===== src/hdl/assert_macros.svh =====
// ----------------------------------------------------------------------------
// Assertion macros
// Clocked assertion helpers shared by the timer bank RTL.
// ----------------------------------------------------------------------------
`ifndef ASSERT_MACROS_SVH
`define ASSERT_MACROS_SVH

// The property must hold at every rising edge outside reset.
`define ASSERT_ALWAYS(lbl, clk, rst_n, prop, msg) \
  lbl: assert property (@(posedge clk) disable iff (!rst_n) (prop)) else $error(msg);

// The condition must never be true at a rising edge outside reset.
`define ASSERT_NEVER(lbl, clk, rst_n, cond, msg) \
  lbl: assert property (@(posedge clk) disable iff (!rst_n) !(cond)) else $error(msg);

`endif


===== src/hdl/ptt_pkg.sv =====
// ----------------------------------------------------------------------------
// Periodic task timer bank package
// Sizes, command and result codes, and shared types of the timer bank.
// ----------------------------------------------------------------------------
package ptt_pkg;

  localparam int unsigned SLOT_COUNT = 8;
  localparam int unsigned TICK_US    = 1000;

  localparam int unsigned SLOT_W   = (SLOT_COUNT > 1) ? $clog2(SLOT_COUNT) : 1;
  localparam int unsigned CNT_W    = $clog2(SLOT_COUNT + 1);
  localparam int unsigned TICK_W   = $clog2(TICK_US + 1);
  localparam int unsigned TICKS_W  = 16;
  localparam int unsigned ENTRY_W  = 2 * TICKS_W;
  localparam int unsigned CMD_W    = 2;
  localparam int unsigned KIND_W   = 3;
  localparam int unsigned SLOT_FW  = 3;
  localparam int unsigned PERIOD_W = 32;

  // Reciprocal of the tick length, scaled by 2^PERIOD_W and rounded down.
  localparam logic [PERIOD_W:0] MAGIC_WIDE =
    (PERIOD_W + 1)'((64'd1 << PERIOD_W) / TICK_US);
  localparam logic [PERIOD_W-1:0] DIV_MAGIC =
    MAGIC_WIDE[PERIOD_W] ? {PERIOD_W{1'b1}} : MAGIC_WIDE[PERIOD_W-1:0];
  localparam logic [TICK_W-1:0] TICK_DIVISOR = TICK_W'(TICK_US);

  typedef enum logic [CMD_W-1:0] {
    CMD_ADD      = 2'd0,
    CMD_TICK     = 2'd1,
    CMD_DISPATCH = 2'd2
  } ptt_cmd_e;

  typedef enum logic [KIND_W-1:0] {
    KIND_ACCEPT = 3'd0,
    KIND_REJECT = 3'd1,
    KIND_DUE    = 3'd2,
    KIND_IDLE   = 3'd3,
    KIND_NONE   = 3'd4
  } ptt_kind_e;

  typedef enum logic [1:0] {
    S_IDLE,
    S_DIV,
    S_WALK,
    S_FIN
  } ptt_state_e;

  typedef enum logic [2:0] {
    DV_IDLE,
    DV_MUL,
    DV_QUOT,
    DV_BACK,
    DV_CORR
  } ptt_div_state_e;

  typedef struct packed {
    logic                start;
    logic [PERIOD_W-1:0] interval;
  } ptt_div_req_t;

  typedef struct packed {
    logic               done;
    logic [TICKS_W-1:0] ticks;
  } ptt_div_rsp_t;

  function automatic logic [SLOT_FW-1:0] slot_field(input logic [SLOT_W-1:0] idx);
    logic [SLOT_W+SLOT_FW-1:0] wide;
    wide = {{SLOT_FW{1'b0}}, idx};
    return wide[SLOT_FW-1:0];
  endfunction

endpackage


===== src/hdl/periodic_task_timer_bank.sv =====
// ----------------------------------------------------------------------------
// Periodic task timer bank
// A bank of periodic countdown timers, one per task slot, kept in one RAM.
// ----------------------------------------------------------------------------
// The input channel takes one command word (add, tick or dispatch) at a time
// on in_valid_i/in_stall_o; in_stall_o is high while a command is in work.
// Results leave on out_valid_o/out_stall_i through an output register, so the
// next command is taken while a result still waits for the receiver.
// An add converts the period to ticks in the divider unit and returns one
// word (accepted with its slot, or rejected).
// A tick or a dispatch walks the used slots through the RAM at one slot per
// cycle while not held by a stalled receiver, a read-modify-write with a
// registered read.
// A dispatch returns one word per due slot in slot order, or one idle or
// nothing-due word; the last word of each command carries last_o.
// A stalled receiver holds the output register, and the walk waits in place.
// idle_enabled_i is written into a register when cfg_we_i is high.
// Reset empties the bank and clears the idle flag; the RAM needs no clearing
// because only slots below the fill count are ever read.
// ----------------------------------------------------------------------------
`include "assert_macros.svh"

module periodic_task_timer_bank import ptt_pkg::*; (
  input  logic                clk_i,
  input  logic                rst_ni,
  input  logic                cfg_we_i,
  input  logic                idle_enabled_i,
  input  logic                in_valid_i,
  output logic                in_stall_o,
  input  logic [CMD_W-1:0]    cmd_i,
  input  logic                task_valid_i,
  input  logic [PERIOD_W-1:0] interval_i,
  output logic                out_valid_o,
  input  logic                out_stall_i,
  output logic [KIND_W-1:0]   kind_o,
  output logic [SLOT_FW-1:0]  slot_o,
  output logic                last_o
);

  ptt_state_e state_q, state_d;

  logic [CMD_W-1:0]   cmd_q, cmd_d;
  logic [CNT_W-1:0]   used_q, used_d;
  logic [CNT_W-1:0]   nxt_q, nxt_d;
  logic [SLOT_W-1:0]  p_idx_q, p_idx_d;
  logic               hv_q, hv_d;
  logic [SLOT_W-1:0]  h_slot_q, h_slot_d;
  ptt_kind_e          res_kind_q, res_kind_d;
  logic [SLOT_FW-1:0] res_slot_q, res_slot_d;
  logic               idle_en_q;

  logic               out_v_q;
  ptt_kind_e          out_kind_q;
  logic [SLOT_FW-1:0] out_slot_q;
  logic               out_last_q;

  logic               push;
  ptt_kind_e          push_kind;
  logic [SLOT_FW-1:0] push_slot;
  logic               push_last;
  logic               out_free;

  logic               ram_we;
  logic [SLOT_W-1:0]  ram_waddr;
  logic [ENTRY_W-1:0] ram_wdata;
  logic               ram_re;
  logic [SLOT_W-1:0]  ram_raddr;
  logic [ENTRY_W-1:0] ram_rdata;
  logic [TICKS_W-1:0] rd_period;
  logic [TICKS_W-1:0] rd_delay;
  logic               due;
  logic               blocked;

  ptt_div_req_t       div_req;
  ptt_div_rsp_t       div_rsp;

  ptt_ram #(
    .WIDTH (ENTRY_W),
    .DEPTH (SLOT_COUNT)
  ) u_ram (
    .clk_i   (clk_i),
    .we_i    (ram_we),
    .waddr_i (ram_waddr),
    .wdata_i (ram_wdata),
    .re_i    (ram_re),
    .raddr_i (ram_raddr),
    .rdata_o (ram_rdata)
  );

  ptt_div u_div (
    .clk_i  (clk_i),
    .rst_ni (rst_ni),
    .req_i  (div_req),
    .rsp_o  (div_rsp)
  );

  assign rd_period  = ram_rdata[ENTRY_W-1:TICKS_W];
  assign rd_delay   = ram_rdata[TICKS_W-1:0];
  assign out_free   = !out_v_q || !out_stall_i;
  assign in_stall_o = (state_q != S_IDLE);

  assign out_valid_o = out_v_q;
  assign kind_o      = out_kind_q;
  assign slot_o      = out_slot_q;
  assign last_o      = out_last_q;

  always_ff @(posedge clk_i or negedge rst_ni) begin
    if (!rst_ni) begin
      state_q   <= S_IDLE;
      cmd_q     <= '0;
      used_q    <= '0;
      nxt_q     <= '0;
      p_idx_q   <= '0;
      hv_q      <= 1'b0;
      idle_en_q <= 1'b0;
      out_v_q   <= 1'b0;
    end else begin
      state_q <= state_d;
      cmd_q   <= cmd_d;
      used_q  <= used_d;
      nxt_q   <= nxt_d;
      p_idx_q <= p_idx_d;
      hv_q    <= hv_d;
      if (cfg_we_i) begin
        idle_en_q <= idle_enabled_i;
      end
      if (push) begin
        out_v_q <= 1'b1;
      end else if (!out_stall_i) begin
        out_v_q <= 1'b0;
      end
    end
  end

  always_ff @(posedge clk_i) begin
    h_slot_q   <= h_slot_d;
    res_kind_q <= res_kind_d;
    res_slot_q <= res_slot_d;
    if (push) begin
      out_kind_q <= push_kind;
      out_slot_q <= push_slot;
      out_last_q <= push_last;
    end
  end

  always_comb begin
    state_d          = state_q;
    cmd_d            = cmd_q;
    used_d           = used_q;
    nxt_d            = nxt_q;
    p_idx_d          = p_idx_q;
    hv_d             = hv_q;
    h_slot_d         = h_slot_q;
    res_kind_d       = res_kind_q;
    res_slot_d       = res_slot_q;
    ram_we           = 1'b0;
    ram_waddr        = p_idx_q;
    ram_wdata        = {rd_period, rd_delay};
    ram_re           = 1'b0;
    ram_raddr        = nxt_q[SLOT_W-1:0];
    push             = 1'b0;
    push_kind        = KIND_DUE;
    push_slot        = slot_field(h_slot_q);
    push_last        = 1'b0;
    div_req.start    = 1'b0;
    div_req.interval = interval_i;
    due              = (cmd_q == CMD_DISPATCH) && (rd_delay == '0);
    blocked          = due && hv_q && !out_free;
    case (state_q)
      S_IDLE: begin
        if (in_valid_i) begin
          cmd_d = cmd_i;
          case (cmd_i)
            CMD_ADD: begin
              if ((used_q >= CNT_W'(SLOT_COUNT)) || !task_valid_i) begin
                res_kind_d = KIND_REJECT;
                res_slot_d = '0;
                state_d    = S_FIN;
              end else begin
                div_req.start = 1'b1;
                state_d       = S_DIV;
              end
            end
            CMD_TICK, CMD_DISPATCH: begin
              if (used_q == '0) begin
                if (cmd_i == CMD_DISPATCH) begin
                  res_kind_d = idle_en_q ? KIND_IDLE : KIND_NONE;
                  res_slot_d = '0;
                  state_d    = S_FIN;
                end
              end else begin
                ram_re    = 1'b1;
                ram_raddr = '0;
                p_idx_d   = '0;
                nxt_d     = CNT_W'(1);
                hv_d      = 1'b0;
                state_d   = S_WALK;
              end
            end
            default: begin
            end
          endcase
        end
      end
      S_DIV: begin
        if (div_rsp.done) begin
          ram_we     = 1'b1;
          ram_waddr  = used_q[SLOT_W-1:0];
          ram_wdata  = {div_rsp.ticks, div_rsp.ticks};
          res_kind_d = KIND_ACCEPT;
          res_slot_d = slot_field(used_q[SLOT_W-1:0]);
          used_d     = used_q + CNT_W'(1);
          state_d    = S_FIN;
        end
      end
      S_WALK: begin
        if (!blocked) begin
          if (due) begin
            ram_we    = 1'b1;
            ram_wdata = {rd_period, rd_period};
            if (hv_q) begin
              push      = 1'b1;
              push_kind = KIND_DUE;
              push_slot = slot_field(h_slot_q);
              push_last = 1'b0;
            end
            hv_d     = 1'b1;
            h_slot_d = p_idx_q;
          end else if ((cmd_q == CMD_TICK) && (rd_delay != '0)) begin
            ram_we    = 1'b1;
            ram_wdata = {rd_period, rd_delay - TICKS_W'(1)};
          end
          if (nxt_q < used_q) begin
            ram_re  = 1'b1;
            p_idx_d = nxt_q[SLOT_W-1:0];
            nxt_d   = nxt_q + CNT_W'(1);
          end else begin
            hv_d = 1'b0;
            if (cmd_q == CMD_DISPATCH) begin
              state_d = S_FIN;
              if (due) begin
                res_kind_d = KIND_DUE;
                res_slot_d = slot_field(p_idx_q);
              end else if (hv_q) begin
                res_kind_d = KIND_DUE;
                res_slot_d = slot_field(h_slot_q);
              end else begin
                res_kind_d = idle_en_q ? KIND_IDLE : KIND_NONE;
                res_slot_d = '0;
              end
            end else begin
              state_d = S_IDLE;
            end
          end
        end
      end
      S_FIN: begin
        if (out_free) begin
          push      = 1'b1;
          push_kind = res_kind_q;
          push_slot = res_slot_q;
          push_last = 1'b1;
          state_d   = S_IDLE;
        end
      end
      default: begin
        state_d = S_IDLE;
      end
    endcase
  end

  `ASSERT_ALWAYS(a_used_bound, clk_i, rst_ni, used_q <= CNT_W'(SLOT_COUNT), "fill count overflow")
  `ASSERT_ALWAYS(a_div_done_in_div, clk_i, rst_ni, div_rsp.done |-> (state_q == S_DIV), "stray divider result")
  `ASSERT_ALWAYS(a_walk_write_used, clk_i, rst_ni, (ram_we && (state_q == S_WALK)) |-> (p_idx_q < used_q), "write to unused slot")
  `ASSERT_NEVER(a_push_into_full, clk_i, rst_ni, push && out_v_q && out_stall_i, "result word overwritten")
  `ASSERT_ALWAYS(a_held_only_in_walk, clk_i, rst_ni, hv_q |-> (state_q == S_WALK), "held due slot outside walk")

endmodule


===== src/hdl/ptt_ram.sv =====
// ----------------------------------------------------------------------------
// Generic synchronous RAM
// One write port and one read port with a registered read.
// ----------------------------------------------------------------------------
module ptt_ram #(
  parameter int unsigned WIDTH = 32,
  parameter int unsigned DEPTH = 8
) (
  input  logic                                         clk_i,
  input  logic                                         we_i,
  input  logic [((DEPTH > 1) ? $clog2(DEPTH) : 1)-1:0] waddr_i,
  input  logic [WIDTH-1:0]                             wdata_i,
  input  logic                                         re_i,
  input  logic [((DEPTH > 1) ? $clog2(DEPTH) : 1)-1:0] raddr_i,
  output logic [WIDTH-1:0]                             rdata_o
);

  logic [WIDTH-1:0] mem_q [DEPTH];
  logic [WIDTH-1:0] rdata_q;

  always_ff @(posedge clk_i) begin
    if (we_i) begin
      mem_q[waddr_i] <= wdata_i;
    end
    if (re_i) begin
      rdata_q <= mem_q[raddr_i];
    end
  end

  assign rdata_o = rdata_q;

endmodule


===== src/hdl/ptt_div.sv =====
// ----------------------------------------------------------------------------
// Period to tick converter
// Divides a period by the tick length through a reciprocal multiply, a
// back multiply and compare-subtract correction, then clamps to 1..65535.
// ----------------------------------------------------------------------------
module ptt_div import ptt_pkg::*; (
  input  logic         clk_i,
  input  logic         rst_ni,
  input  ptt_div_req_t req_i,
  output ptt_div_rsp_t rsp_o
);

  ptt_div_state_e state_q, state_d;

  logic [PERIOD_W-1:0]        x_q, x_d;
  logic [2*PERIOD_W-1:0]      prod_q, prod_d;
  logic [PERIOD_W-1:0]        q_q, q_d;
  logic [PERIOD_W-1:0]        r_q, r_d;
  logic [PERIOD_W+TICK_W-1:0] back;
  logic [PERIOD_W-1:0]        divisor;
  logic                       dv_done;
  logic [TICKS_W-1:0]         dv_ticks;

  assign divisor = PERIOD_W'(TICK_DIVISOR);
  assign rsp_o   = '{done: dv_done, ticks: dv_ticks};

  always_ff @(posedge clk_i or negedge rst_ni) begin
    if (!rst_ni) begin
      state_q <= DV_IDLE;
    end else begin
      state_q <= state_d;
    end
  end

  always_ff @(posedge clk_i) begin
    x_q    <= x_d;
    prod_q <= prod_d;
    q_q    <= q_d;
    r_q    <= r_d;
  end

  always_comb begin
    state_d = state_q;
    x_d     = x_q;
    prod_d  = prod_q;
    q_d     = q_q;
    r_d     = r_q;
    back    = {{TICK_W{1'b0}}, q_q} * {{PERIOD_W{1'b0}}, TICK_DIVISOR};
    dv_done = 1'b0;
    case (state_q)
      DV_IDLE: begin
        if (req_i.start) begin
          x_d     = req_i.interval;
          state_d = DV_MUL;
        end
      end
      DV_MUL: begin
        prod_d  = {{PERIOD_W{1'b0}}, x_q} * {{PERIOD_W{1'b0}}, DIV_MAGIC};
        state_d = DV_QUOT;
      end
      DV_QUOT: begin
        q_d     = prod_q[2*PERIOD_W-1:PERIOD_W];
        state_d = DV_BACK;
      end
      DV_BACK: begin
        r_d     = x_q - back[PERIOD_W-1:0];
        state_d = DV_CORR;
      end
      DV_CORR: begin
        if (r_q >= divisor) begin
          r_d = r_q - divisor;
          q_d = q_q + PERIOD_W'(1);
        end else begin
          dv_done = 1'b1;
          state_d = DV_IDLE;
        end
      end
      default: begin
        state_d = DV_IDLE;
      end
    endcase
  end

  always_comb begin
    if (|q_q[PERIOD_W-1:TICKS_W]) begin
      dv_ticks = {TICKS_W{1'b1}};
    end else if (q_q[TICKS_W-1:0] == '0) begin
      dv_ticks = TICKS_W'(1);
    end else begin
      dv_ticks = q_q[TICKS_W-1:0];
    end
  end

endmodule

===== config.mk =====
export PLATFORM = sky130hd
export DESIGN_NAME = periodic_task_timer_bank
export DESIGN_NICKNAME = d
export VERILOG_FILES = /design/src/hdl/ptt_pkg.sv /design/src/hdl/periodic_task_timer_bank.sv /design/src/hdl/ptt_ram.sv /design/src/hdl/ptt_div.sv
export VERILOG_INCLUDE_DIRS = /design/src /design/src/hdl
export SDC_FILE = /design/constraint.sdc
export NUM_CORES = 2
export LEC_CHECK = 0
export BUFFER_PORTS_ARGS = -buffer_cell sky130_fd_sc_hd__buf_2
export CORE_ASPECT_RATIO = 1.25
export CORE_UTILIZATION = 50
export CTS_BUF_LIST = sky130_fd_sc_hd__clkbuf_8
export DETAILED_ROUTE_END_ITERATION = 6
export PLACE_DENSITY = 0.66
export SLEW_MARGIN = 10
export SYNTH_ARGS = -nofsm -noshare
export SYNTH_HDL_FRONTEND = slang
export SYNTH_SLANG_ARGS = --single-unit
export TNS_END_PERCENT = 50

===== constraint.sdc =====
create_clock -name clk_i -period 9.9 [get_ports clk_i]
set_clock_uncertainty 0.2 [all_clocks]
set_input_delay 1.485 -clock clk_i [delete_from_list [all_inputs] [get_ports clk_i]]
set_output_delay 1.485 -clock clk_i [all_outputs]
set_load 0.05 [all_outputs]

==> summary.md <==
| Metric | Value |
|---|---|
| Slowest cell delay on critical path | 0.64 ns |
| Finished Cell Area | 38,220 µm² |
| Post-synth EDFFs | 423 |
| Routability Congestion | 0.9234 |
| PortBufs | 49 |
| Syn avg cell area | 11.76 µm² |
| Headroom to the max-slew limit | 0.2064 |
| Cts repair resizes | 0 |
| Critical Path RT | 10.11 ns |
| Min-Delay Endpoint | used_q[3] |
| Final min period | 8.065 ns |
| Mapped Cells | 2,994 |
| Cell with the largest stage delay on the worst path | edfxtp_1 |
| Post-layout util | 0.5492 |
| VDD IR max | 0.0001019 V |
| Final count of negative-setup-slack endpoints | 0 |
| DRT Pass-1 Iters | 7 |
| Vias | 22,578 |
| FF+latch area | 13,230 µm² |
| Total core area | 69,590 µm² |
| Drt total wl | 83,330 µm |
| Reg2Reg Depth | 26 |
| Worst Setup Path Type | reg2reg |
| Clk root buf | clkbuf_8 |
| Die area | 71,500 µm² |
| Critical Path Fanout Max | 6 |
| Clock Power Share | 0.361 |
| TritonCTS clock tree | done |
| Crit path DAT | 8.27 ns |
| Post-DP HPWL | 63,500 µm |
| Synth unique cells | 74 |
| Vias in the first global route | 24,859 |
| Switching share of power | 0.2882 |
| Initial antenna violation count | 2 |
| Routed Antenna Nets | 0 |
| Post-synth top flop | edfxtp_1 |
| CTS buffer count | 74 |
| Reg clk slew, reported paths | 0.07 ns |
| Share of cells above drive strength 1 | 0.09952 |
| Fin crit share | 0.8146 |
| Mapped cell area | 35,210 µm² |
| # IOs | 50 |
| Congestion Overflow GR | 0 |
| Mapped Nets | 3,766 |
| Multi-input logic area | 19,520 µm² |
| Fmax achieved | 124.0 MHz |
| Setup TNS Final | 0 ns |
| Row cnt | 108 |
| Largest net degree at the start of global routing | 74 |
| Crit Reg-Reg Startpoint | u_div.q_q[1] |
| # Max-Cap Violations | 0 |
| Worst Hold Launch | used_q[3] |
| Die Height | 298.7 µm |
| FF-to-FF End | u_div.r_q[30] |
| Final net count | 3,863 |
| Initial Util | 0.5060 |
| Gr usage total | 0.2453 |
| Starting DRT DRC Count | 1,366 |
| DP Area | 36,740 µm² |
| CTS HTree Levels | 3 |
| Leak pwr | 16.62 nW |
| Final-report hold violation count | 0 |
| Power per cell area | 119.9 nW/µm² |
| Cell internal pwr | 3.263 mW |
| Worst-Margin Slew | 1.178 ns |
| Drt via density | 5.531 |
| Comb power frac | 0.137 |
| Crit path from | u_div.q_q[1] |
| DR DRC count | 0 |
| Internal reg-to-reg setup slack | 1.84 ns |
| Sequential Power Share | 0.503 |
| Longest Clk Path Bufs | 3 |
| Register bit total from synthesis | 444 |
| Post-CTS Setup Bufs | 0 |
| Routed length per instance | 20.41 µm |
| Seq/Total Area, Yosys | 0.3756 |
| CTS Sinks | 444 |
| Startpoint class of the critical path | flip-flop |
| Hold Path Stages | 1 |
| Layout fillers | 5,876 |
| Layout area overhead | 8.538% |
| First-pass GRT wire length | 134,400 µm |
| Clk Latency, worst-skew pair | 0.68 ns |
| Synth Warn # | 0 |
| Status | finished, final reports clean |
| Top cell by count, worst path | fa_1 |
| Die width | 239.4 µm |
| Hold_buf cts | 0 |
| Hold WC Path Type | reg2reg |
| RSZ-0062 raised after global routing | no |
| Critical Path End Type | flip-flop |
| FFs w/ async S/R, synth | 0.04730 |
| Max Slew Vio Count | 0 |
| Psw | 1.321 mW |
[registers in the layout, summed over array words and instances (netlist names)]
signal         cells
u_ram.mem_q      256
u_div.q_q         32
u_div.r_q         32
u_div.x_q         32
u_ram.rdata_o     32
u_div.prod_q      23
nxt_q              4
used_q             4
h_slot_q           3
kind_o             3
p_idx_q            3
res_kind_q         3
res_slot_q         3
slot_o             3
u_div.state_q      3
cmd_q              2
state_q            2
hv_q               1
idle_en_q          1
last_o             1
out_valid_o        1
[routing by layer]
layer	vias to the layer above	track usage	wire length (µm)
met5	-	0	0
met4	0	0.1027	3382
met3	186	0.02854	3372
met2	630	0.4614	45200
met1	11319	0.2778	31380
li1	10443	-	-
[power by group through the flow]
stage          logic (mW)  registers, mW  clock network, mW
5_1_grt             0.676           2.31               1.76
3_3_place_gp        0.586           2.34                  0
2_1_floorplan       0.361           2.36                  0
4_1_cts             0.616           2.30               1.69
6_report            0.626           2.30               1.65
3_5_place_dp        0.614           2.34                  0
[critical path: cells and delay by family, from the launching register on]
kind / cells / cell delay [ns]
DFF: 1 / 0.64
and+or+nand+nor: 5 / 0.97
AOI/OAI and AO/OA: 12 / 2.73
buffers and inverters: 2 / 0.29
xor gates and xnor gates: 1 / 0.14
adders and majority gates: 6 / 2.82
[metrics by stage]
step                setup WS [ns]  std cells  hold slack (ns)  total power [mW]
floorplan                   3.024       2994           0.2672             2.723
global placement            1.906       3950           0.2894             2.925
detailed placement          1.942       3950           0.2847             2.957
CTS                         1.825       4080           0.2972             4.615
global route                1.335       4081           0.3341             4.746
finish                      1.835       4082           0.2945             4.585
[worst max-delay path by stage]
stage / cells past startpoint / end
floorplan: 24 / u_div.prod_q[53]
global placement: 26 / u_div.r_q[30]
detailed placement: 26 / u_div.r_q[30]
CTS: 26 / u_div.r_q[30]
global route: 26 / u_div.r_q[30]
finish: 26 / u_div.r_q[30]
[kinds of logic (layout without fill, tap and decap cells)]
kind of cell,Yosys count,count (layout),share of synthesized area
xor gates and xnor gates,127,127,0.03198
AOI/OAI and AO/OA,437,437,0.07835
adders and majority gates,731,731,0.3254
other,0,2,0
buffers and inverters,684,835,0.07295
DFF,444,444,0.3756
and+or+nand+nor,466,466,0.06179
muxes,105,105,0.05390
[synthesized netlist by cell type (15+ instances only)]
cell / count / area (µm²)
nor3_1: 32 / 160.2
nand3_1: 28 / 140.1
ha_1: 423 / 5293
xnor2_1: 81 / 709.4
xor2_1: 45 / 394.1
o31ai_1: 15 / 112.6
fa_1: 308 / 6166
clkbuf_1: 51 / 191.4
nand4_1: 20 / 125.1
dfrtp_1: 21 / 525.5
nand2_1: 180 / 675.7
a31oi_1: 20 / 125.1
a21o_1: 52 / 390.4
o21ai_0: 108 / 540.5
o21a_1: 15 / 112.6
nand2b_1: 19 / 118.9
mux2_2: 37 / 416.7
edfxtp_1: 423 / 12700
a21oi_1: 129 / 645.6
mux4_2: 64 / 1441
nor2_1: 96 / 360.4
inv_1: 625 / 2346
and3_1: 17 / 106.4
[cell usage in the layout, fill, tap and decap left out, types with 45 or more instances in the layout]
cell type,synthesis,final
a21o_1,52,52
a21oi_1,129,129
buf_2,1,49
clkbuf_8,0,74
edfxtp_1,423,423
fa_1,308,308
ha_1,423,423
inv_1,625,640
mux4_2,64,64
nand2_1,180,178
nor2_1,96,87
o21ai_0,108,107
xnor2_1,81,81
xor2_1,45,45
[final cells by class]
| type | count | area share |
|---|---|---|
| Tap cell | 935 | 0.03061 |
| Timing Repair Buffer | 80 | 0.01251 |
| Clock inverter | 56 | 0.01192 |
| Sequential cell | 444 | 0.3462 |
| Clock buffer | 74 | 0.02665 |
| Multi-Input combinational cell | 1866 | 0.5107 |
| Antenna cell | 2 | 0.0001309 |
| Inverter | 625 | 0.06138 |
(Power assumes the default switching activity.)
